[config.mk]
export PLATFORM = sky130hd
export DESIGN_NAME = shade_pair_from_color
export DESIGN_NICKNAME = d
export VERILOG_FILES = /design/src/spf_pkg.sv /design/src/spf_front.sv /design/src/spf_div_pipe.sv /design/src/shade_pair_from_color.sv
export SDC_FILE = /design/constraint.sdc
export NUM_CORES = 2
export LEC_CHECK = 0
export ABC_AREA = 1
export BUFFER_PORTS_ARGS = -buffer_cell sky130_fd_sc_hd__buf_2
export CAP_MARGIN = 40
export CORE_AREA = 3 3 426 428
export DETAILED_ROUTE_END_ITERATION = 8
export DIE_AREA = 0 0 429 431
export PLACE_DENSITY = 0.58
export SYNTH_ARGS = -nofsm -noshare
export SYNTH_HDL_FRONTEND = slang
export SYNTH_SLANG_ARGS = --single-unit
[constraint.sdc]
create_clock -name clock -period 38.1 [get_ports clock]
set_clock_uncertainty 0.05 [all_clocks]
set_input_delay 1.905 -clock clock [delete_from_list [all_inputs] [get_ports clock]]
set_output_delay 1.905 -clock clock [all_outputs]
set_load 0.005 [all_outputs]
[src/spf_pkg.sv]
// Package for the shade pair block: types and constants shared by the
// front end, the divider pipeline and the top level. No dependencies.
package spf_pkg;

   // sizes of the fixed-point datapath
   localparam int unsigned CH_W      = 8;   // one color channel
   localparam int unsigned PIX_W     = 24;  // packed RGB
   localparam int unsigned NUM_W     = 17;  // (255+M)*X fits in 17 bits
   localparam int unsigned DEN_W     = 9;   // 2*M fits in 9 bits
   localparam int unsigned DIV_STEPS = 8;   // one quotient bit per stage
   localparam int unsigned LANES     = 4;

   // divider lanes
   localparam int unsigned LANE_BRIGHT_P   = 0;
   localparam int unsigned LANE_BRIGHT_MID = 1;
   localparam int unsigned LANE_DARK_P     = 2;
   localparam int unsigned LANE_DARK_MID   = 3;

   localparam logic [CH_W-1:0]  LEVEL_MAX = 8'hFF;
   localparam logic [PIX_W-1:0] WHITE     = 24'hFFFFFF;

   // hexcone sextant of the hue
   typedef enum logic [2:0] {
      SEXT_0 = 3'd0,
      SEXT_1 = 3'd1,
      SEXT_2 = 3'd2,
      SEXT_3 = 3'd3,
      SEXT_4 = 3'd4,
      SEXT_5 = 3'd5
   } spf_sext_type;

   // data that rides alongside the divider lanes
   typedef struct packed {
      spf_sext_type       sext;
      logic               gray;
      logic [CH_W-1:0]    v_dark;
      logic [PIX_W-1:0]   base;
   } spf_side_type;

endpackage

[src/spf_front.sv]
// Front end of the shade pair block: input register, hexcone hue analysis
// and the numerator products for the dividers. Depends on spf_pkg.
module spf_front (
   input  logic                                       clock,
   input  logic                                       reset,
   input  logic                                       enable,
   input  logic                                       in_valid,
   input  logic [spf_pkg::PIX_W-1:0]                  in_pixel,
   output logic                                       out_valid,
   output spf_pkg::spf_side_type                      out_side,
   output logic [spf_pkg::LANES-1:0][spf_pkg::NUM_W-1:0] out_num,
   output logic [spf_pkg::LANES-1:0][spf_pkg::DEN_W-1:0] out_den
);

   // stage 1: captured pixel
   logic                        s1_valid_ff;
   logic [spf_pkg::PIX_W-1:0]   s1_pixel_ff;

   // stage 2: hue analysis
   logic                        s2_valid_ff;
   spf_pkg::spf_side_type       s2_side_ff, s2_side_in;
   logic [spf_pkg::CH_W-1:0]    s2_max_ff, s2_max_in;
   logic [spf_pkg::CH_W-1:0]    s2_min_ff, s2_min_in;
   logic [spf_pkg::CH_W-1:0]    s2_mid_ff, s2_mid_in;

   // stage 3: numerators and divisors
   logic                        s3_valid_ff;
   spf_pkg::spf_side_type       s3_side_ff;
   logic [spf_pkg::LANES-1:0][spf_pkg::NUM_W-1:0] s3_num_ff, s3_num_in;
   logic [spf_pkg::LANES-1:0][spf_pkg::DEN_W-1:0] s3_den_ff, s3_den_in;

   logic [spf_pkg::CH_W-1:0]    r, g, b, mx, mn, dd, fn;
   logic                        r_max, g_max;
   spf_pkg::spf_sext_type       sext;
   logic [spf_pkg::DEN_W-1:0]   sum_m;

   // capture the incoming transaction
   always_ff @(posedge clock) begin
      if (reset) begin
         s1_valid_ff <= 1'b0;
      end else if (enable) begin
         s1_valid_ff <= in_valid;
      end
      if (enable) begin
         s1_pixel_ff <= in_pixel;
      end
   end

   // find max, min, sextant and fractional offset
   always_comb begin
      r = s1_pixel_ff[23:16];
      g = s1_pixel_ff[15:8];
      b = s1_pixel_ff[7:0];
      r_max = (r >= g) && (r >= b);
      g_max = !r_max && (g >= b);
      if (r_max) begin
         mx = r;
      end else if (g_max) begin
         mx = g;
      end else begin
         mx = b;
      end
      mn = r;
      if (g < mn) mn = g;
      if (b < mn) mn = b;
      dd = mx - mn;
      if (r_max) begin
         if (g >= b) begin
            if ((g - b) == dd) begin
               sext = spf_pkg::SEXT_1;
               fn   = '0;
            end else begin
               sext = spf_pkg::SEXT_0;
               fn   = g - b;
            end
         end else begin
            sext = spf_pkg::SEXT_5;
            fn   = g - b + dd;
         end
      end else if (g_max) begin
         if (b >= r) begin
            if ((b - r) == dd) begin
               sext = spf_pkg::SEXT_3;
               fn   = '0;
            end else begin
               sext = spf_pkg::SEXT_2;
               fn   = b - r;
            end
         end else begin
            sext = spf_pkg::SEXT_1;
            fn   = b - r + dd;
         end
      end else begin
         if (r >= g) begin
            sext = spf_pkg::SEXT_4;
            fn   = r - g;
         end else begin
            sext = spf_pkg::SEXT_3;
            fn   = r - g + dd;
         end
      end
      // odd sextants fall (q), even ones rise (t)
      s2_mid_in = sext[0] ? (mx - fn) : (mn + fn);
      s2_max_in = mx;
      s2_min_in = mn;
      sum_m = {1'b0, mx} + {1'b0, spf_pkg::LEVEL_MAX};
      s2_side_in.sext   = sext;
      s2_side_in.gray   = (dd == '0);
      s2_side_in.v_dark = sum_m[8:1];
      s2_side_in.base   = s1_pixel_ff;
   end

   always_ff @(posedge clock) begin
      if (reset) begin
         s2_valid_ff <= 1'b0;
      end else if (enable) begin
         s2_valid_ff <= s1_valid_ff;
      end
      if (enable) begin
         s2_side_ff <= s2_side_in;
         s2_max_ff  <= s2_max_in;
         s2_min_ff  <= s2_min_in;
         s2_mid_ff  <= s2_mid_in;
      end
   end

   // form 255*X and (255+M)*X, divisors M and 2M
   always_comb begin
      logic [spf_pkg::NUM_W-1:0] scale_dark;
      scale_dark = {9'd0, s2_max_ff} + {9'd0, spf_pkg::LEVEL_MAX};
      s3_num_in[spf_pkg::LANE_BRIGHT_P] =
         {1'b0, s2_min_ff, 8'd0} - {9'd0, s2_min_ff};
      s3_num_in[spf_pkg::LANE_BRIGHT_MID] =
         {1'b0, s2_mid_ff, 8'd0} - {9'd0, s2_mid_ff};
      s3_num_in[spf_pkg::LANE_DARK_P]   = scale_dark * {9'd0, s2_min_ff};
      s3_num_in[spf_pkg::LANE_DARK_MID] = scale_dark * {9'd0, s2_mid_ff};
      s3_den_in[spf_pkg::LANE_BRIGHT_P]   = {1'b0, s2_max_ff};
      s3_den_in[spf_pkg::LANE_BRIGHT_MID] = {1'b0, s2_max_ff};
      s3_den_in[spf_pkg::LANE_DARK_P]     = {s2_max_ff, 1'b0};
      s3_den_in[spf_pkg::LANE_DARK_MID]   = {s2_max_ff, 1'b0};
   end

   always_ff @(posedge clock) begin
      if (reset) begin
         s3_valid_ff <= 1'b0;
      end else if (enable) begin
         s3_valid_ff <= s2_valid_ff;
      end
      if (enable) begin
         s3_side_ff <= s2_side_ff;
         s3_num_ff  <= s3_num_in;
         s3_den_ff  <= s3_den_in;
      end
   end

   assign out_valid = s3_valid_ff;
   assign out_side  = s3_side_ff;
   assign out_num   = s3_num_ff;
   assign out_den   = s3_den_ff;

endmodule

[src/spf_div_pipe.sv]
// Pipelined restoring divider, four lanes, one quotient bit per stage.
// Carries the side data alongside. Depends on spf_pkg.
module spf_div_pipe (
   input  logic                                          clock,
   input  logic                                          reset,
   input  logic                                          enable,
   input  logic                                          in_valid,
   input  spf_pkg::spf_side_type                         in_side,
   input  logic [spf_pkg::LANES-1:0][spf_pkg::NUM_W-1:0] in_num,
   input  logic [spf_pkg::LANES-1:0][spf_pkg::DEN_W-1:0] in_den,
   output logic                                          out_valid,
   output spf_pkg::spf_side_type                         out_side,
   output logic [spf_pkg::LANES-1:0][spf_pkg::CH_W-1:0]  out_quo
);

   localparam int unsigned STEPS = spf_pkg::DIV_STEPS;

   // stage 0 is the input, stages 1..STEPS are registers
   logic                                          valid_s [0:STEPS];
   spf_pkg::spf_side_type                         side_s  [0:STEPS];
   logic [spf_pkg::LANES-1:0][spf_pkg::NUM_W-1:0] rem_s   [0:STEPS];
   logic [spf_pkg::LANES-1:0][spf_pkg::DEN_W-1:0] den_s   [0:STEPS];
   logic [spf_pkg::LANES-1:0][spf_pkg::CH_W-1:0]  quo_s   [0:STEPS];

   assign valid_s[0] = in_valid;
   assign side_s[0]  = in_side;
   assign rem_s[0]   = in_num;
   assign den_s[0]   = in_den;
   assign quo_s[0]   = '0;

   for (genvar k = 0; k < STEPS; k++) begin : g_step
      localparam int unsigned SH = STEPS - 1 - k;
      logic                                          valid_ff;
      spf_pkg::spf_side_type                         side_ff;
      logic [spf_pkg::LANES-1:0][spf_pkg::NUM_W-1:0] rem_ff, rem_in;
      logic [spf_pkg::LANES-1:0][spf_pkg::DEN_W-1:0] den_ff;
      logic [spf_pkg::LANES-1:0][spf_pkg::CH_W-1:0]  quo_ff, quo_in;

      // trial subtract of the shifted divisor, one lane each
      always_comb begin
         for (int ln = 0; ln < spf_pkg::LANES; ln++) begin
            logic [spf_pkg::NUM_W-1:0] trial;
            logic                      fits;
            trial = spf_pkg::NUM_W'(den_s[k][ln]) << SH;
            fits  = rem_s[k][ln] >= trial;
            rem_in[ln] = fits ? (rem_s[k][ln] - trial) : rem_s[k][ln];
            quo_in[ln] = {quo_s[k][ln][spf_pkg::CH_W-2:0], fits};
         end
      end

      always_ff @(posedge clock) begin
         if (reset) begin
            valid_ff <= 1'b0;
         end else if (enable) begin
            valid_ff <= valid_s[k];
         end
         if (enable) begin
            side_ff <= side_s[k];
            rem_ff  <= rem_in;
            den_ff  <= den_s[k];
            quo_ff  <= quo_in;
         end
      end

      assign valid_s[k+1] = valid_ff;
      assign side_s[k+1]  = side_ff;
      assign rem_s[k+1]   = rem_ff;
      assign den_s[k+1]   = den_ff;
      assign quo_s[k+1]   = quo_ff;
   end

   assign out_valid = valid_s[STEPS];
   assign out_side  = side_s[STEPS];
   assign out_quo   = quo_s[STEPS];

endmodule

[src/shade_pair_from_color.sv]
// Shade pair block: takes one packed RGB color per transaction and returns
// the color, a dark shade at value (1+v)/2 and a bright shade at full value,
// both with the hue and saturation of the input. Fully pipelined: one
// transaction enters every clock while req_stall is low and passes the
// input register, hue stage, multiply stage, eight divider stages - one
// quotient bit each - and the output register. The whole pipe holds while
// a result waits under rsp_stall; req_stall is then high. No configuration.
// Depends on spf_pkg, spf_front and spf_div_pipe.
module shade_pair_from_color (
   input  logic                        clock,
   input  logic                        reset,
   input  logic                        req_valid,
   output logic                        req_stall,
   input  logic [spf_pkg::PIX_W-1:0]   req_pixel_in,
   output logic                        rsp_valid,
   input  logic                        rsp_stall,
   output logic [spf_pkg::PIX_W-1:0]   rsp_base_color,
   output logic [spf_pkg::PIX_W-1:0]   rsp_dark_shade,
   output logic [spf_pkg::PIX_W-1:0]   rsp_bright_shade
);

   logic                                          enable;
   logic                                          fr_valid;
   spf_pkg::spf_side_type                         fr_side;
   logic [spf_pkg::LANES-1:0][spf_pkg::NUM_W-1:0] fr_num;
   logic [spf_pkg::LANES-1:0][spf_pkg::DEN_W-1:0] fr_den;
   logic                                          dv_valid;
   spf_pkg::spf_side_type                         dv_side;
   logic [spf_pkg::LANES-1:0][spf_pkg::CH_W-1:0]  dv_quo;

   logic                        rsp_valid_ff;
   logic [spf_pkg::PIX_W-1:0]   base_ff, base_in;
   logic [spf_pkg::PIX_W-1:0]   dark_ff, dark_in;
   logic [spf_pkg::PIX_W-1:0]   bright_ff, bright_in;

   // advance everything unless a finished result is held
   assign enable    = !(rsp_valid_ff && rsp_stall);
   assign req_stall = !enable;

   spf_front u_front (
      .clock     (clock),
      .reset     (reset),
      .enable    (enable),
      .in_valid  (req_valid),
      .in_pixel  (req_pixel_in),
      .out_valid (fr_valid),
      .out_side  (fr_side),
      .out_num   (fr_num),
      .out_den   (fr_den)
   );

   spf_div_pipe u_div (
      .clock     (clock),
      .reset     (reset),
      .enable    (enable),
      .in_valid  (fr_valid),
      .in_side   (fr_side),
      .in_num    (fr_num),
      .in_den    (fr_den),
      .out_valid (dv_valid),
      .out_side  (dv_side),
      .out_quo   (dv_quo)
   );

   // place v, p and the moving channel per sextant
   function automatic logic [spf_pkg::PIX_W-1:0] place(
      input spf_pkg::spf_sext_type s,
      input logic [spf_pkg::CH_W-1:0] v,
      input logic [spf_pkg::CH_W-1:0] p,
      input logic [spf_pkg::CH_W-1:0] x
   );
      logic [spf_pkg::PIX_W-1:0] res;
      unique case (s)
         spf_pkg::SEXT_0: res = {v, x, p};
         spf_pkg::SEXT_1: res = {x, v, p};
         spf_pkg::SEXT_2: res = {p, v, x};
         spf_pkg::SEXT_3: res = {p, x, v};
         spf_pkg::SEXT_4: res = {x, p, v};
         spf_pkg::SEXT_5: res = {v, p, x};
         default:         res = {v, p, x};
      endcase
      return res;
   endfunction

   // assemble the shades; gray has no hue
   always_comb begin
      base_in = dv_side.base;
      if (dv_side.gray) begin
         dark_in   = {dv_side.v_dark, dv_side.v_dark, dv_side.v_dark};
         bright_in = spf_pkg::WHITE;
      end else begin
         dark_in   = place(dv_side.sext, dv_side.v_dark,
                           dv_quo[spf_pkg::LANE_DARK_P],
                           dv_quo[spf_pkg::LANE_DARK_MID]);
         bright_in = place(dv_side.sext, spf_pkg::LEVEL_MAX,
                           dv_quo[spf_pkg::LANE_BRIGHT_P],
                           dv_quo[spf_pkg::LANE_BRIGHT_MID]);
      end
   end

   // output register
   always_ff @(posedge clock) begin
      if (reset) begin
         rsp_valid_ff <= 1'b0;
      end else if (enable) begin
         rsp_valid_ff <= dv_valid;
      end
      if (enable) begin
         base_ff   <= base_in;
         dark_ff   <= dark_in;
         bright_ff <= bright_in;
      end
   end

   assign rsp_valid        = rsp_valid_ff;
   assign rsp_base_color   = base_ff;
   assign rsp_dark_shade   = dark_ff;
   assign rsp_bright_shade = bright_ff;

   // gray input gives a white bright shade
   a_gray_white: assert property (@(posedge clock) disable iff (reset)
      rsp_valid && (rsp_base_color[23:16] == rsp_base_color[15:8])
      && (rsp_base_color[15:8] == rsp_base_color[7:0])
      |-> rsp_bright_shade == spf_pkg::WHITE)
      else $error("gray color did not give a white bright shade");

   // every dark channel lies between the base and the bright channel
   a_order: assert property (@(posedge clock) disable iff (reset)
      rsp_valid |->
      (rsp_dark_shade[23:16] >= rsp_base_color[23:16])
      && (rsp_dark_shade[15:8] >= rsp_base_color[15:8])
      && (rsp_dark_shade[7:0] >= rsp_base_color[7:0])
      && (rsp_bright_shade[23:16] >= rsp_dark_shade[23:16])
      && (rsp_bright_shade[15:8] >= rsp_dark_shade[15:8])
      && (rsp_bright_shade[7:0] >= rsp_dark_shade[7:0]))
      else $error("shade channels out of order");

   // the input side holds exactly when a result is held
   a_hold: assert property (@(posedge clock) disable iff (reset)
      req_stall == (rsp_valid && rsp_stall))
      else $error("input stall does not follow the output hold");

endmodule

==> impl_metrics.py <==
metrics = {
    "outcome": {
        "status": "finished clean",
    },
    "clocking": {
        "h-tree-depth": 4,
        "post_cts_buffers": 0,
        "cts.sinks": 1244,
        "insertion_delay_ns": 0.76,
        "path_clk_slew_ns": 0.06,
        "cts_tree": "yes",
        "postCtsResizedCells": 0,
        "holdBufCountCts": 0,
        "root_buffer": "clkbuf_16",
        "cts-buffers-inserted": 133,
        "cts_buffer_depth": 3,
    },
    "timing": {
        "max_freq_ghz": 0.1123,
        "period_minus_slack_ns": 8.909,
        "final-setup-viol-count": 0,
        "slew_headroom": 0.3901,
        "tightest_slew_ns": 0.9114,
        "post-route-period-util": 0.2338,
        "hold_viol_final": 0,
        "slew_violations": 0,
        "fin_tns_setup_ns": 0,
        "grt_setup_unrepaired": "no",
    },
    "pwr": {
        "design_power_total_mw": 6.896,
        "p_switching_mw": 2.677,
        "ir_drop_mv": 0.1034,
        "p_sw_frac": 0.3881,
        "seqPwrFrac": 0.367,
        "power.density_nw_per_um2": 98.15,
        "intPower_mw": 4.219,
        "pwr-share-clk": 0.183,
        "p_comb_frac": 0.450,
        "leakagePower_nw": 28.78,
    },
    "final_layout": {
        "area_growth_pct": 13.01,
        "layout.nets": 6084,
        "layout-drive-gt1-share": 0.07475,
    },
    "run": {
        "maxCapViolations": 0,
    },
    "floorplanning": {
        "die_area_um2": 184900,
        "io_pins": 102,
        "fp.coreArea_um2": 178200,
        "fp.dieW_um": 429,
        "start_util": 0.3489,
        "rows": 155,
        "die_y_um": 431,
    },
    "critical_path": {
        "cpMostUsedCell": "nand2_1",
        "critPathMaxFanout": 15,
        "startpoint_type": "flop",
        "max_stage_delay_ns": 0.55,
        "crit_path_end_kind": "flop",
        "criticalPathCategory": "flop to flop",
        "required_ns": 38.57,
        "crit_arrival_ns": 9.38,
        "reg2reg_slack_ns": 29.19,
        "cp_slowest_cell": "a211oi_1",
    },
    "grt": {
        "grt_usage": 0.1449,
        "grt_pass1_wl_um": 211300,
        "grt_antenna_before_repair": 2,
        "grt_pass1_vias": 37687,
        "grt_max_degree": 168,
        "grt-ovfl-total": 0,
    },
    "hold_path": {
        "hold_path_class": "flop to flop",
    },
    "logic_synthesis": {
        "synthCells": 5313,
        "synth_warnings": 0,
        "yosysTopAreaCell": "edfxtp_1",
        "avgSynthCellArea_um2": 11.70,
        "synthTopCellsByArea": "edfxtp_1, ha_1, nand2_1",
        "synth-async-reset-ratio": 0,
        "synth_top_cell_area_share": 0.5950,
        "synth_flop_cell": "edfxtp_1",
        "yosysSeqAreaShare": 0.5989,
        "syn_area_um2": 62170,
        "yosysMostFrequentCell": "edfxtp_1",
        "synth_seq_cells": 1244,
        "synth_edf_count": 1232,
        "netlist_top_cells_count": "edfxtp_1, nand2_1, inv_1, nor2_1, ha_1",
        "netlist-cell-type-count": 74,
    },
    "place": {
        "place.gp.congestion": 0.9073,
        "io_buffers": 101,
        "dp_hpwl_um": 103100,
    },
    "detailed_routing": {
        "wl_per_cell_um": 16.81,
        "drc_errors": 0,
        "drt-initial-drc-count": 2375,
        "viasPerCell": 4.741,
        "vias": 37875,
        "dr.pass1.iters": 5,
        "finalWirelength_um": 134300,
        "ant_nets": 0,
    },
}
logic make-up after synthesis:
logic type / count (synthesis) / synth area share
buf+inv: 754 / 0.04588
compound gates: 860 / 0.07806
fa+ha+maj: 524 / 0.1198
flops: 1244 / 0.5989
simple gates: 1595 / 0.1098
other cells: 1 / 0.00006031
xor+xnor: 331 / 0.04675
mux: 4 / 0.0007244
cells in the final DEF, fill, tap and decap left out, drive strengths merged, types with 4 or more instances in the layout:
| master | Yosys | layout |
|---|---|---|
| edfxtp | 1232 | 1232 |
| nand2 | 764 | 764 |
| inv | 671 | 676 |
| nor2 | 468 | 468 |
| ha | 405 | 405 |
| a21oi | 358 | 358 |
| o21ai | 328 | 328 |
| xor2 | 216 | 216 |
| nand3 | 166 | 166 |
| clkbuf | 60 | 159 |
| buf | 7 | 150 |
| fa | 119 | 119 |
| xnor2 | 115 | 115 |
| clkinv | 16 | 73 |
| nor3 | 59 | 59 |
| nor4 | 51 | 51 |
| nand4 | 46 | 46 |
| o211ai | 32 | 32 |
| a221oi | 21 | 21 |
| o21bai | 21 | 21 |
| a211oi | 19 | 19 |
| or2 | 15 | 15 |
| a21o | 13 | 13 |
| dfxtp | 12 | 12 |
| a31oi | 11 | 11 |
| bufinv | 0 | 11 |
| o22ai | 10 | 10 |
| o2111ai | 9 | 9 |
| nand3b | 7 | 7 |
| o311ai | 6 | 6 |
| a311oi | 6 | 6 |
| o31ai | 5 | 5 |
| or4 | 4 | 4 |
| mux2 | 4 | 4 |
| and3 | 4 | 4 |
through the flow:
stage / instances / setup WS, ns / hold slack (ns) / utilization / instance area [um^2]
floorplan: 5314 / 0.6621 / 0.3503 / - / 62180
global placement: 7730 / 29.16 / 0.3507 / 0.3680 / 65590
detailed placement: 7752 / 29.28 / 0.3545 / 0.3699 / 65930
CTS: 7987 / 29.22 / 0.3491 / 0.3942 / 70260
global route: 7988 / 28.35 / 0.3563 / 0.3942 / 70260
finish: 7989 / 29.19 / 0.3545 / 0.3942 / 70260
metal layers:
layer  up-vias  global-route usage  part of all wire
met3       216             0.02168             0.035
met4         0             0.05321             0.032
met5         -                   0                 0
met1     17920              0.1800              0.43
li1      19064                   -                 -
met2       675              0.2557              0.50
cell type report:
cell class	count	area (um^2)
Fill cell	16815	108000
Inverter	687	2584
Sequential cell	1244	37240
Timing Repair Buffer	150	1059
Clock buffer	159	3426
Antenna cell	2	5.005
Tap cell	2355	2947
Clock inverter	76	904.6
Multi-Input combinational cell	3316	22100
worst max-delay path, delay by kind of cell, from the launching register on:
family,cells,cell delay (ns)
AO/OA/AOI/OAI,9,2.00
XOR/XNOR,3,0.78
adder cells (fa/ha/maj),7,1.88
buffers and inverters,7,0.70
flip-flops,1,0.43
AND/OR/NAND/NOR,27,2.80
flip-flops by register name, summed over array words and instances (netlist names), 7 cells and up:
name and cells:
rsp_base_color 24, rsp_bright_shade 24, rsp_dark_shade 24, u_div.den_s 56, u_div.g_step.quo_ff 112, u_div.g_step.rem_ff 476
u_div.g_step.side_ff 252, u_div.g_step.valid_ff 7, u_div.out_quo 32, u_div.out_side 36, u_front.out_den 8, u_front.out_num 68
u_front.out_side 36, u_front.s1_pixel_ff 24, u_front.s2_max_ff 8, u_front.s2_mid_ff 8, u_front.s2_min_ff 8, u_front.s2_side_ff 36
power groups by stage:
stage | registers (mW) | logic (mW) | clock network [mW]
3_5_place_dp | 2.56 | 3.09 | 0
4_1_cts | 2.54 | 3.12 | 1.30
5_1_grt | 2.58 | 3.59 | 1.36
3_3_place_gp | 2.56 | 3.04 | 0
6_report | 2.53 | 3.10 | 1.26
2_1_floorplan | 2.41 | 2.39 | 0
path summary, 6_finish.rpt:
path                               from                         end  depth (start not counted)
min          u_div.g_step[2].side_ff[1]  u_div.g_step[3].side_ff[1]                          0
max reg2reg     u_front.s1_pixel_ff[16]        u_front.s2_mid_ff[7]                         53
min reg2reg  u_div.g_step[2].side_ff[1]  u_div.g_step[3].side_ff[1]                          0
max             u_front.s1_pixel_ff[16]        u_front.s2_mid_ff[7]                         53
(Power assumes the default switching activity.)
